[src/tla_pkg.sv]
// Shared types, constants and the octant arctangent table for the atan2 pipeline.
package tla_pkg;

    localparam int COORD_BITS = 16;
    localparam int FIELD_W    = 16;
    localparam int ANGLE_W    = 8;
    localparam int TBL_W      = 6;
    localparam int FRAC_BITS  = 8;
    localparam int Q_W        = FRAC_BITS + 1;
    localparam int DIV_BITS   = 2;
    localparam int DIV_STAGES = FRAC_BITS / DIV_BITS;

    localparam logic [ANGLE_W-1:0] ANGLE_QUARTER = 8'h40;
    localparam logic [ANGLE_W-1:0] ANGLE_HALF    = 8'h80;
    localparam logic [ANGLE_W-1:0] ANGLE_ZERO    = 8'h40;
    localparam logic [Q_W-1:0]     Q_MAX         = 9'd256;

    typedef logic [COORD_BITS-1:0] mag_t;

    typedef struct packed {
        mag_t           rem;
        mag_t           den;
        logic [Q_W-1:0] quo;
        logic           swap;
        logic           xneg;
        logic           yneg;
        logic           zero;
    } tla_item_t;

    localparam logic [TBL_W-1:0] OCT_TBL [257] = '{
        6'h00, 6'h00, 6'h00, 6'h00, 6'h01, 6'h01, 6'h01, 6'h01,
        6'h01, 6'h01, 6'h02, 6'h02, 6'h02, 6'h02, 6'h02, 6'h02,
        6'h03, 6'h03, 6'h03, 6'h03, 6'h03, 6'h03, 6'h03, 6'h04,
        6'h04, 6'h04, 6'h04, 6'h04, 6'h04, 6'h05, 6'h05, 6'h05,
        6'h05, 6'h05, 6'h05, 6'h06, 6'h06, 6'h06, 6'h06, 6'h06,
        6'h06, 6'h06, 6'h07, 6'h07, 6'h07, 6'h07, 6'h07, 6'h07,
        6'h08, 6'h08, 6'h08, 6'h08, 6'h08, 6'h08, 6'h08, 6'h09,
        6'h09, 6'h09, 6'h09, 6'h09, 6'h09, 6'h0A, 6'h0A, 6'h0A,
        6'h0A, 6'h0A, 6'h0A, 6'h0A, 6'h0B, 6'h0B, 6'h0B, 6'h0B,
        6'h0B, 6'h0B, 6'h0B, 6'h0C, 6'h0C, 6'h0C, 6'h0C, 6'h0C,
        6'h0C, 6'h0C, 6'h0D, 6'h0D, 6'h0D, 6'h0D, 6'h0D, 6'h0D,
        6'h0D, 6'h0E, 6'h0E, 6'h0E, 6'h0E, 6'h0E, 6'h0E, 6'h0E,
        6'h0F, 6'h0F, 6'h0F, 6'h0F, 6'h0F, 6'h0F, 6'h0F, 6'h10,
        6'h10, 6'h10, 6'h10, 6'h10, 6'h10, 6'h10, 6'h11, 6'h11,
        6'h11, 6'h11, 6'h11, 6'h11, 6'h11, 6'h11, 6'h12, 6'h12,
        6'h12, 6'h12, 6'h12, 6'h12, 6'h12, 6'h13, 6'h13, 6'h13,
        6'h13, 6'h13, 6'h13, 6'h13, 6'h13, 6'h14, 6'h14, 6'h14,
        6'h14, 6'h14, 6'h14, 6'h14, 6'h14, 6'h15, 6'h15, 6'h15,
        6'h15, 6'h15, 6'h15, 6'h15, 6'h15, 6'h15, 6'h16, 6'h16,
        6'h16, 6'h16, 6'h16, 6'h16, 6'h16, 6'h16, 6'h17, 6'h17,
        6'h17, 6'h17, 6'h17, 6'h17, 6'h17, 6'h17, 6'h17, 6'h18,
        6'h18, 6'h18, 6'h18, 6'h18, 6'h18, 6'h18, 6'h18, 6'h18,
        6'h19, 6'h19, 6'h19, 6'h19, 6'h19, 6'h19, 6'h19, 6'h19,
        6'h19, 6'h19, 6'h1A, 6'h1A, 6'h1A, 6'h1A, 6'h1A, 6'h1A,
        6'h1A, 6'h1A, 6'h1A, 6'h1B, 6'h1B, 6'h1B, 6'h1B, 6'h1B,
        6'h1B, 6'h1B, 6'h1B, 6'h1B, 6'h1B, 6'h1C, 6'h1C, 6'h1C,
        6'h1C, 6'h1C, 6'h1C, 6'h1C, 6'h1C, 6'h1C, 6'h1C, 6'h1C,
        6'h1D, 6'h1D, 6'h1D, 6'h1D, 6'h1D, 6'h1D, 6'h1D, 6'h1D,
        6'h1D, 6'h1D, 6'h1D, 6'h1E, 6'h1E, 6'h1E, 6'h1E, 6'h1E,
        6'h1E, 6'h1E, 6'h1E, 6'h1E, 6'h1E, 6'h1E, 6'h1F, 6'h1F,
        6'h1F, 6'h1F, 6'h1F, 6'h1F, 6'h1F, 6'h1F, 6'h1F, 6'h1F,
        6'h1F, 6'h1F, 6'h20, 6'h20, 6'h20, 6'h20, 6'h20, 6'h20,
        6'h20
    };

endpackage

[src/table_atan2_byte_angle_top.sv]
// Top level of the pipelined four-quadrant arctangent with byte-wide angle output.
//
// Takes a signed vector (x_coord, y_coord) and returns its direction as an
// 8-bit angle, 256 steps per turn; the zero vector gives 0x40. The smaller
// magnitude is scaled by 256 and divided by the larger in a restoring
// divider, the 9-bit quotient indexes a 257-entry octant table, and the
// octant angle is folded into the right quadrant. The pipeline takes one
// beat per clock while the output is not stalled. It has one front stage
// (magnitudes, octant swap), four divider stages of two quotient bits each,
// and one lookup/fold stage that also serves as the output register. Each
// stage holds its own valid bit and stalls only when it is full and the
// stage after it is stalled, so bubbles collapse and the input keeps taking
// beats while a result waits at the output, until every stage is full.
module table_atan2_byte_angle_top
    import tla_pkg::*;
(
    input  logic                      clk,
    input  logic                      rst_n,
    input  logic                      in_valid,
    output logic                      in_stall,
    input  logic signed [FIELD_W-1:0] x_coord,
    input  logic signed [FIELD_W-1:0] y_coord,
    output logic                      out_valid,
    input  logic                      out_stall,
    output logic        [ANGLE_W-1:0] angle
);

    // Stage links: index 0 is the front stage output, index DIV_STAGES the
    // last divider stage output.
    logic      link_valid [DIV_STAGES+1];
    logic      link_stall [DIV_STAGES+1];
    tla_item_t link_item  [DIV_STAGES+1];

    // Split signs, take magnitudes and order them for the divider.
    tla_front u_front
    (
        .clk      (clk),
        .rst_n    (rst_n),
        .up_valid (in_valid),
        .up_stall (in_stall),
        .x_coord  (x_coord),
        .y_coord  (y_coord),
        .dn_valid (link_valid[0]),
        .dn_stall (link_stall[0]),
        .dn_item  (link_item[0])
    );

    // Resolve the eight fractional quotient bits, two per stage.
    for (genvar k = 0; k < DIV_STAGES; k++)
    begin : g_div
        tla_div_stage u_div
        (
            .clk      (clk),
            .rst_n    (rst_n),
            .up_valid (link_valid[k]),
            .up_stall (link_stall[k]),
            .up_item  (link_item[k]),
            .dn_valid (link_valid[k+1]),
            .dn_stall (link_stall[k+1]),
            .dn_item  (link_item[k+1])
        );
    end

    // Look up the octant angle, fold it and hold it for the output beat.
    tla_fold u_fold
    (
        .clk      (clk),
        .rst_n    (rst_n),
        .up_valid (link_valid[DIV_STAGES]),
        .up_stall (link_stall[DIV_STAGES]),
        .up_item  (link_item[DIV_STAGES]),
        .dn_valid (out_valid),
        .dn_stall (out_stall),
        .angle    (angle)
    );

    // A stalled beat in the divider must stay in place, never vanish.
    a_div_hold: assert property (@(posedge clk) disable iff (!rst_n)
        link_valid[DIV_STAGES] && link_stall[DIV_STAGES] |=> link_valid[DIV_STAGES])
        else $error("divider output beat dropped while stalled");

    // The partial remainder stays below the divisor for every nonzero vector.
    a_front_rem: assert property (@(posedge clk) disable iff (!rst_n)
        link_valid[0] && !link_item[0].zero |-> link_item[0].rem < link_item[0].den)
        else $error("front stage remainder not below divisor");

    a_div_rem: assert property (@(posedge clk) disable iff (!rst_n)
        link_valid[DIV_STAGES] && !link_item[DIV_STAGES].zero
        |-> link_item[DIV_STAGES].rem < link_item[DIV_STAGES].den)
        else $error("divider remainder not below divisor");

    // The final quotient never runs past the last table entry.
    a_quo_range: assert property (@(posedge clk) disable iff (!rst_n)
        link_valid[DIV_STAGES] && !link_item[DIV_STAGES].zero
        |-> link_item[DIV_STAGES].quo <= Q_MAX)
        else $error("quotient beyond octant table");

endmodule

[src/tla_front.sv]
// Input stage: sign/magnitude split, octant swap and first quotient bit.
module tla_front
    import tla_pkg::*;
(
    input  logic                      clk,
    input  logic                      rst_n,
    input  logic                      up_valid,
    output logic                      up_stall,
    input  logic signed [FIELD_W-1:0] x_coord,
    input  logic signed [FIELD_W-1:0] y_coord,
    output logic                      dn_valid,
    input  logic                      dn_stall,
    output tla_item_t                 dn_item
);

    logic      valid_reg;
    tla_item_t item_reg;
    tla_item_t item_next;
    mag_t      x_val;
    mag_t      y_val;
    mag_t      x_mag;
    mag_t      y_mag;
    logic      x_neg;
    logic      y_neg;
    logic      same_mag;

    always_comb
    begin
        x_val    = COORD_BITS'($unsigned(x_coord));
        y_val    = COORD_BITS'($unsigned(y_coord));
        x_neg    = x_val[COORD_BITS-1];
        y_neg    = y_val[COORD_BITS-1];
        x_mag    = x_neg ? (~x_val) + COORD_BITS'(1) : x_val;
        y_mag    = y_neg ? (~y_val) + COORD_BITS'(1) : y_val;
        same_mag = (x_mag == y_mag);

        item_next.swap = !(y_mag < x_mag);
        item_next.xneg = x_neg;
        item_next.yneg = y_neg;
        item_next.zero = (x_mag == '0) && (y_mag == '0);
        item_next.den  = item_next.swap ? y_mag : x_mag;
        // Equal magnitudes give the top quotient bit and a zero remainder.
        item_next.rem  = same_mag ? '0 : (item_next.swap ? x_mag : y_mag);
        item_next.quo  = Q_W'(same_mag);
    end

    assign up_stall = valid_reg && dn_stall;
    assign dn_valid = valid_reg;
    assign dn_item  = item_reg;

    always_ff @(posedge clk or negedge rst_n)
    begin
        if (!rst_n)
        begin
            valid_reg <= 1'b0;
        end
        else if (!up_stall)
        begin
            valid_reg <= up_valid;
        end
    end

    always_ff @(posedge clk)
    begin
        if (!up_stall && up_valid)
        begin
            item_reg <= item_next;
        end
    end

endmodule

[src/tla_div_stage.sv]
// One restoring-divider stage: resolve DIV_BITS quotient bits.
module tla_div_stage
    import tla_pkg::*;
(
    input  logic      clk,
    input  logic      rst_n,
    input  logic      up_valid,
    output logic      up_stall,
    input  tla_item_t up_item,
    output logic      dn_valid,
    input  logic      dn_stall,
    output tla_item_t dn_item
);

    logic                valid_reg;
    tla_item_t           item_reg;
    tla_item_t           item_next;
    logic [COORD_BITS:0] trial;
    mag_t                rem_work;
    logic [Q_W-1:0]      quo_work;

    always_comb
    begin
        item_next = up_item;
        rem_work  = up_item.rem;
        quo_work  = up_item.quo;
        for (int i = 0; i < DIV_BITS; i++)
        begin
            trial = {rem_work, 1'b0};
            if (trial >= {1'b0, up_item.den})
            begin
                rem_work = COORD_BITS'(trial - {1'b0, up_item.den});
                quo_work = {quo_work[Q_W-2:0], 1'b1};
            end
            else
            begin
                rem_work = COORD_BITS'(trial);
                quo_work = {quo_work[Q_W-2:0], 1'b0};
            end
        end
        item_next.rem = rem_work;
        item_next.quo = quo_work;
    end

    assign up_stall = valid_reg && dn_stall;
    assign dn_valid = valid_reg;
    assign dn_item  = item_reg;

    always_ff @(posedge clk or negedge rst_n)
    begin
        if (!rst_n)
        begin
            valid_reg <= 1'b0;
        end
        else if (!up_stall)
        begin
            valid_reg <= up_valid;
        end
    end

    always_ff @(posedge clk)
    begin
        if (!up_stall && up_valid)
        begin
            item_reg <= item_next;
        end
    end

endmodule

[src/tla_fold.sv]
// Output stage: octant table lookup and quadrant fold into the final angle.
module tla_fold
    import tla_pkg::*;
(
    input  logic               clk,
    input  logic               rst_n,
    input  logic               up_valid,
    output logic               up_stall,
    input  tla_item_t          up_item,
    output logic               dn_valid,
    input  logic               dn_stall,
    output logic [ANGLE_W-1:0] angle
);

    logic               valid_reg;
    logic [ANGLE_W-1:0] angle_reg;
    logic [ANGLE_W-1:0] angle_next;
    logic [ANGLE_W-1:0] oct_angle;
    logic [ANGLE_W-1:0] x_fold;
    logic [ANGLE_W-1:0] y_fold;

    always_comb
    begin
        oct_angle = ANGLE_W'(OCT_TBL[up_item.quo]);
        if (up_item.swap)
        begin
            oct_angle = ANGLE_QUARTER - oct_angle;
        end
        x_fold = up_item.xneg ? oct_angle : ANGLE_HALF - oct_angle;
        // Mirroring about the x axis is a negate modulo one turn.
        y_fold = up_item.yneg ? x_fold : ANGLE_W'(0) - x_fold;
        angle_next = up_item.zero ? ANGLE_ZERO : y_fold;
    end

    assign up_stall = valid_reg && dn_stall;
    assign dn_valid = valid_reg;
    assign angle    = angle_reg;

    always_ff @(posedge clk or negedge rst_n)
    begin
        if (!rst_n)
        begin
            valid_reg <= 1'b0;
        end
        else if (!up_stall)
        begin
            valid_reg <= up_valid;
        end
    end

    always_ff @(posedge clk)
    begin
        if (!up_stall && up_valid)
        begin
            angle_reg <= angle_next;
        end
    end

endmodule

[config.mk]
export PLATFORM = sky130hd
export DESIGN_NAME = table_atan2_byte_angle_top
export DESIGN_NICKNAME = d
export VERILOG_FILES = /design/src/tla_pkg.sv /design/src/table_atan2_byte_angle_top.sv /design/src/tla_front.sv /design/src/tla_div_stage.sv /design/src/tla_fold.sv
export SDC_FILE = /design/constraint.sdc
export NUM_CORES = 1
export LEC_CHECK = 0
export BUFFER_PORTS_ARGS = -buffer_cell sky130_fd_sc_hd__buf_4
export CAP_MARGIN = 20
export CORE_AREA = 4 4 221 223
export CTS_CLUSTER_SIZE = 24
export DETAILED_ROUTE_END_ITERATION = 8
export DIE_AREA = 0 0 225 227
export GPL_TIMING_DRIVEN = 0
export HOLD_SLACK_MARGIN = 0.06
export SKIP_CTS_REPAIR_TIMING = 1
export SLEW_MARGIN = 0
export SYNTH_ARGS = -nofsm -noshare
export SYNTH_HDL_FRONTEND = slang
export SYNTH_SLANG_ARGS = --single-unit
[constraint.sdc]
create_clock -name clk -period 9.7 [get_ports clk]
set_clock_uncertainty 0.1 [all_clocks]
set_input_delay 0.485 -clock clk [delete_from_list [all_inputs] [get_ports clk]]
set_output_delay 0.485 -clock clk [all_outputs]
set_load 0.03 [all_outputs]
==> impl.org, run 1 <==
** GRT
- Number of global-route vias before repair :: 11100
- Pin count of the biggest net entering global routing :: 40
- Total grt overflow :: 0
- Wire length of the first global-routing pass :: 56.4 mm
- Number of antenna violations at the first check in global routing :: 0
- Total GRT Usage :: 13.4%

** STA
- The routed design could run at a clock period as short as 6.88 ns.
- Count of endpoints failing setup in the final report :: 0
- Final period utilization :: 71.0%
- At the pin with the least slew margin, the transition time is 0.846 ns.
- The count of pins over their slew limit is 0.
- The total count of hold-check failures in the final report came to 0.
- Headroom to the max-slew limit came out at 43.6%.
- Setup repair after global routing missed its margin :: no
- Setup TNS :: 0 ns
- WHS :: 0.150 ns
- Fmax :: 0.145 GHz

** Logic synthesis
- Most frequently used flop master after synthesis :: edfxtp_1
- Post-synthesis sequential area ratio :: 37.7%
- A synthesized cell averages 9.99 µm².
- EDFF count, synth :: 181
- Cells taking the most area after synthesis :: edfxtp_1 (37%), ha_1 (12%), mux2_2 (5.3%), xnor2_1 (4.1%), xor2_1 (3.6%)
- Yosys warning total :: 0
- Net count after synthesis :: 1671
- The synthesized design devotes to its leading area cell type 36.6% of total area.
- Number of synthesized register bits :: 187
- Netlist cell types :: 80
- Area of the mapped netlist :: 14800 µm²
- edfxtp_1 takes more of the synthesized area than any other cell.
- Cells after synthesis :: 1485
- Ys async rst share :: 3.21%

** Clock network
- Number of sinks on the clock net :: 187
- Clock latency reported for the late side of the worst-skew pair :: 0.43 ns
- Register clock-pin slew on the reported worst setup and hold paths :: 0.08 ns
- Clock tree synthesis selected as its root buffer the cell clkbuf_16.
- Count of H-tree levels built during CTS :: 4
- The longest clock path from root to sink contains 2 buffers.
- TritonCTS built the clock tree.
- Number of CTS-inserted buffers :: 17

** Drt
- After detailed routing, the number of remaining DRC violations is 0.
- Total length of routed wires :: 34.5 mm
- The routed layout has 11100 vias.
- In the final routed layout, each cell accounts on average for 15.8 µm.
- In the routed layout, each cell is associated on average with a via count of 5.09.
- After the first detailed-routing iteration, the DRC count stood at 479.
- In this run the remaining antenna-violating nets after routing total 0.
- Before antenna repair, the detailed router went through 5 iterations.

** Cells and area
- Synth-to-Final Area Change :: 11.8%
- In the final layout, the share of cells above drive strength 1 is 13.3%.
- The filler cells instantiated in the layout total 4598.
- In the layout the commonest cells are edfxtp_1 (181), ha_1 (146), inv_1 (125).
- Layout Nets :: 1740
- Final antenna diode count :: 0
- Max reg flops :: 136
- Most common cell after layout, fill and taps aside :: edfxtp_1

** Power
- Leak pwr :: 6.87 nW
- In this run switching power makes up 43.4% of total power.
- Internal Dissipation :: 3.73 mW
- Part of the total power dissipated in the clock network :: 10.3%
- Seq pwr share :: 22.4%
- For this design the ratio of total power to cell area is 398 nW/µm².
- Switching component of the power :: 2.86 mW
- Combinational cells account for 67.4% of the total power.
- Overall power consumption after layout is estimated at 6.60 mW.
- The worst-case IR drop observed on VDD is 0.000211 V.

** Critical path
- The worst register-to-register path begins at u_front.dn_item[14].
- Largest fanout on the critical path :: 10
- The slowest stage of the critical path belongs to the cell a31oi_2.
- The number of buffers and inverters on the critical path is 3.
- For the worst setup path, the data arrival time is 6.96 ns.
- For this run, the slowest stage of the critical path takes 0.53 ns.
- Data on the critical path is required at its endpoint by 9.78 ns.
- By startpoint and endpoint, the worst setup path is classified as reg -> reg.
- STA classifies the critical path startpoint as a flip-flop.
- Grouping stages by cell kind, the critical path spends the most delay in compound AO/OA/AOI/OAI gates.
- STA classifies the critical path endpoint as a flip-flop.
- Start point of the critical path :: u_front.dn_item[14]

** Run
- Max Cap Viol :: 0

** Die
- The core region is 46600 µm².
- The floorplan has 79 rows.
- The initial utilization of the core area, before any placement, comes to 31.9%.
- The floorplan step set the die height to 227 µm.
- Die area :: 51100 µm²
- Die width :: 225 µm
- Num ports :: 46

** Placement
- I/O Buffers :: 45
- The HPWL after detailed placement is 28.0 mm.
- Final weighted congestion in routability-driven placement :: 0.887

** Worst hold path
- Type of the worst min-delay path :: in -> reg
- The startpoint identified for the worst hold timing path is in_valid.

** Outcome
- The run finished with clean final reports.
-- cells in the mapped netlist, types with 5 or more instances --
master / count
or3_1: 9
o31ai_1: 15
buf_2: 14
nor3_1: 27
nand3b_1: 9
nand4_1: 22
o211ai_1: 12
ha_1: 146
or2_2: 9
a21oi_1: 91
a31oi_1: 9
xor2_1: 61
inv_1: 125
dfrtp_1: 6
nor2b_1: 30
o2111ai_1: 6
mux2i_1: 20
o21ai_0: 60
clkbuf_1: 20
a21boi_0: 5
o41ai_1: 5
nand3_1: 27
a211oi_1: 18
o21ai_1: 6
nand2b_1: 15
a21o_1: 64
o21a_1: 15
a2111oi_0: 5
and2_1: 18
mux2_2: 70
a311oi_1: 6
nand2_1: 82
edfxtp_1: 181
nor2_1: 87
xnor2_1: 69
o21bai_1: 18
and3_1: 12
nor4_1: 11
-- power groups by stage --
stage | registers, mW | logic [mW] | clock network (mW)
2_1_floorplan | 1.46 | 3.50 | 0
3_3_place_gp | 1.50 | 4.31 | 0
3_5_place_dp | 1.49 | 4.39 | 0
4_1_cts | 1.48 | 4.44 | 0.693
5_1_grt | 1.50 | 4.96 | 0.730
6_report | 1.47 | 4.45 | 0.677
-- worst register-to-register path: stages, from the launching register on --
cell,delay (ns)
edfxtp_1,0.42
inv_1,0.12
ha_1,0.31
nor2b_1,0.13
o21a_1,0.14
o21ai_1,0.07
a21o_1,0.20
a21oi_1,0.26
o211ai_1,0.15
a31o_2,0.23
a31oi_2,0.53
clkbuf_1,0.51
and2_1,0.23
ha_1,0.25
nor2b_1,0.13
o21ai_0,0.21
a21boi_0,0.16
o21ai_0,0.33
a211o_1,0.22
a31oi_1,0.18
a31o_2,0.33
o2111ai_1,0.21
nand2_1,0.09
a21oi_2,0.38
buf_2,0.35
mux2_2,0.38
-- per-layer routing --
layer / track usage, % / wire length, µm / up-vias
li1: - / - / 5624
met1: 17.3 / 15700 / 5137
met2: 23.4 / 16600 / 240
met3: 1.62 / 1030 / 57
met4: 5.00 / 1050 / 0
met5: 0 / 0 / -
-- worst paths after layout --
check,to,slack (ns),depth (start not counted)
worst max register to register,g_div[0].u_div.dn_item[38],2.82,25
worst min-delay path,u_front.dn_valid,0.15,2
worst max-delay path,g_div[0].u_div.dn_item[38],2.82,25
worst min register to register,g_div[2].u_div.dn_item[7],0.32,0
max in group asynchronous,u_front.dn_valid,9.09,2
min in group asynchronous,u_fold.dn_valid,0.30,2
-- per-stage QoR --
stage	instances	setup WS, ns	util (%)	instance area [µm²]
floorplan	1485	4.00	-	14800
global placement	2137	2.88	34.2	15900
detailed placement	2139	2.83	34.3	16000
CTS	2171	2.80	35.6	16600
global route	2174	2.22	35.6	16600
finish	2174	2.82	35.6	16600
-- cell type report --
type	instances	area (µm²)	area share, %
clock inverter	15	150	0.906
clock buffer	17	425	2.57
inverter	128	480	2.90
sequential	187	5590	33.7
tap	607	759	4.58
timing repair buffer	50	398	2.40
buffer	43	209	1.26
multi-input combinational	1127	8570	51.7
-- cells by family after synthesis --
family | after synthesis | share of synthesized area (%)
buf+inv | 171 | 4.65
mux | 90 | 6.66
fa+ha+maj | 151 | 12.9
flops | 187 | 37.7
compound gates | 379 | 17.4
xor+xnor | 130 | 7.68
simple gates | 377 | 13.0
(Power assumes the default switching activity.)
==> run 2: changes to the inputs <==
clock period = 6.41 ns   (was 9.7 ns; I/O delays follow)
==> impl.org, run 2 (synthesis gave the netlist of run 1 again) <==
** Critical path
- Reg2Reg Capture Point :: g_div[2].u_div.dn_item[36]
- Most common cell on crit path :: o21ai_1
- R2r startpoint :: g_div[1].u_div.dn_item[14]
- In this run the worst setup path terminates at g_div[2].u_div.dn_item[36].
- Among cell families on the critical path, the largest total delay comes from compound AO/OA/AOI/OAI gates.
- FF-to-FF setup slack :: 0.38 ns (-2.43 ns)
- The number of buffer and inverter stages on the critical path was 3 (unchanged).
- The maximum single-stage delay on the critical path was 0.45 ns (-0.08 ns).
- Start point of the critical path :: g_div[1].u_div.dn_item[14]
- On the critical path, the stage with the largest delay is an instance of edfxtp_1.
- Worst reg-to-reg path cell count :: 25 (unchanged)
- Largest fanout on the critical path :: 10 (unchanged)
- The worst setup path is captured at a flip-flop.
- Cell depth of the worst setup path :: 25 (unchanged)
- Critical path class :: reg -> reg
- The critical path data required time was 6.49 ns (-3.29 ns).
- The endpoint arrival time on the critical path is 6.10 ns (-0.86 ns).
- STA classifies the critical path startpoint as a flip-flop.

** Power
- The cell-internal power came to 5.73 mW (+53%).
- The power after layout came to 10.1 mW (+53%).
- The part of the power in combinational logic was 67.8% (+0.4 points).
- The peak ir drop on the vdd network is 0.000321 V (+52%).
- The leakage component of the power was 6.95 nW (+1.1%).
- The switching share of power came to 43.4% (about the same).
- Power per cell area :: 604 nW/µm² (+52%)
- The share of power burned in the clock network came to 10.1% (-0.2 points).
- The net load switching power is 4.39 mW (+53%).
- The register share of total power was 22.1% (-0.3 points).

** Drt
- The count of vias placed by the detailed router was 11100 (+0.79%).
- The detailed router's first-iteration violation count was 462 (-3.5%).
- The post-detailed-routing wire length came to 34.7 mm (+0.62%).
- The number of remaining DRC errors came to 0 (unchanged).
- First-pass iteration count of the detailed router :: 5 (unchanged)
- WL/cell :: 15.9 µm (about the same)
- Signal routing reaches up to met4.
- Routed metal-1 wirelength :: 15.8 mm (+0.39%)
- The post-detailed-route via-to-cell ratio was 5.10 (+0.23%).
- Wire length on met3 :: 1.09 mm (+5.3%)
- The detailed-routed wire length on met2 is 16.7 mm (+0.54%).
- Post-DRT Antenna Nets :: 0 (unchanged)

** STA
- Max Transition Viols Final :: 0 (unchanged)
- The measured slew at the worst slew-check pin was 0.845 ns (-0.00149 ns).
- Rel. slew slack :: 43.7% (+0.10 points)
- The aggregate negative setup slack is 0 ns (unchanged).
- The post-layout worst setup margin came to 0.383 ns (-2.43 ns).
- The setup violation total in the final timing report was 0 (unchanged).
- The maximum operating frequency came to 0.166 GHz (+14%).
- Final worst path period need :: 6.03 ns (-0.855 ns)
- WHS :: 0.133 ns (-0.0172 ns)
- The total count of hold-check failures in the final report came to 0 (unchanged).
- Final period utilization :: 94.0% (+23 points)

** Worst hold path
- The worst hold path belongs to the class in -> async.

** GRT
- Pin count of the biggest net entering global routing :: 40 (unchanged)
- Number of global-route vias before repair :: 11100 (unchanged)
- Total grt overflow :: 0 (unchanged)
- Number of antenna violations at the first check in global routing :: 0 (unchanged)
- Wire length of the first global-routing pass :: 56.4 mm (unchanged)
- The overall fraction of global-route tracks in use is 13.4% (unchanged).

** Placement
- The total placed instance area was 16000 µm² (unchanged).
- Number of instances in the placed design :: 2139 (unchanged)
- The pre-CTS worst setup slack is -0.461 ns (-3.29 ns).
- The HPWL reported at the end of detailed placement came to 28.0 mm (unchanged).
- The number of buffers inserted by port buffering came to 45 (unchanged).
- The placer's final routability congestion estimate was 0.887 (unchanged).

** Clock network
- Clock latency reported for the late side of the worst-skew pair :: 0.44 ns (about the same)
- Number of sinks on the clock net :: 187 (unchanged)
- TritonCTS built the clock tree.
- Count of H-tree levels built during CTS :: 4 (unchanged)
- Clock Tree Root :: clkbuf_16
- The maximum clock path buffer count was 2 (unchanged).
- Register clock-pin slew on the reported worst setup and hold paths :: 0.08 ns (about the same)
- Number of CTS-inserted buffers :: 17 (unchanged)

** Cells and area
- The number of flip-flops in the largest register came to 136 (unchanged).
- Final antenna diode count :: 0 (unchanged)
- Most common cell after layout, fill and taps aside :: edfxtp_1
- Layout Nets :: 1752 (+0.69%)
- Number of fill cells in the layout :: 4579 (-0.41%)
- Reg area :: 5590 µm² (unchanged)
- Post-route cell area :: 16800 µm² (+1.0%)
- Commonest non-fill, non-tap cells in the layout :: edfxtp_1 (181), ha_1 (146), inv_1 (124)
- Core occupancy in the finished layout :: 36.0% (+0.37 points)
- The area growth from synthesis to layout is 12.9%.
- Count of non-filler cells in the finished layout :: 2186 (+0.55%)
- Share of post-route cells with drive strength above 1 :: 14.2% (+0.91 points)
- The multi-input combinational cell area came to 8630 µm² (+0.72%).

** Die
- The effective utilization at floorplan came to 31.9% (unchanged).
- Core Area :: 46600 µm² (unchanged)
- Num ports :: 46 (unchanged)
- Die area :: 51100 µm² (unchanged)
- Die width :: 225 µm (unchanged)
- The standard-cell row count is 79 (unchanged).
- The floorplan die height was 227 µm (unchanged).

** Outcome
- The flow ran to the end, and the final reports show no timing, DRC or antenna violations.

** Run
- The max-capacitance violation count was 0 (unchanged).
## run 2: cell types whose count changed in the layout (fill, tap and decap cells not counted), moves of 2 or more
cell           before  now
clkbuf_2            1    3
o21ai_0            60   58
clkbuf_4            0    3
o21ai_1             6    8
dlygate4sd3_1       1    5
clkbuf_1           20   16
a31oi_4             0    2
buf_4              49   57
## run 2: power by group through the flow
stage / clock network (mW) / registers, mW / logic (mW)
global placement: 0 / 2.26 / 6.53
CTS: 1.05 / 2.23 / 6.72
global route: 1.10 / 2.27 / 7.64
finish: 1.03 / 2.23 / 6.86
floorplan: 0 / 2.21 / 5.30
detailed placement: 0 / 2.26 / 6.64
## run 2: layout make-up
class	instances	share of cell area, %
Buffer	43	1.32
Timing Repair Buffer	62	2.97
Sequential cell	187	33.3
Inverter	128	2.87
Tap cell	607	4.53
Clock buffer	17	2.54
Multi-Input combinational cell	1127	51.5
Clock inverter	15	0.896
## run 2: worst min path at each step
stage                                          to  slack (ns)  depth (start not counted)
after floorplan           g_div[0].u_div.dn_valid       -0.08                          0
after global placement            u_fold.dn_valid        0.03                          1
after detailed placement          u_fold.dn_valid        0.03                          1
after CTS                         u_fold.dn_valid       -0.44                          1
after global routing              u_fold.dn_valid        0.13                          2
final                             u_fold.dn_valid        0.13                          2
## run 2: per-layer routing
| layer | global-route usage, % | up-vias |
|---|---|---|
| li1 | - | 5649 |
| met1 | 17.3 | 5191 |
| met5 | 0 | - |
| met2 | 23.4 | 246 |
| met3 | 1.62 | 59 |
| met4 | 5.00 | 0 |
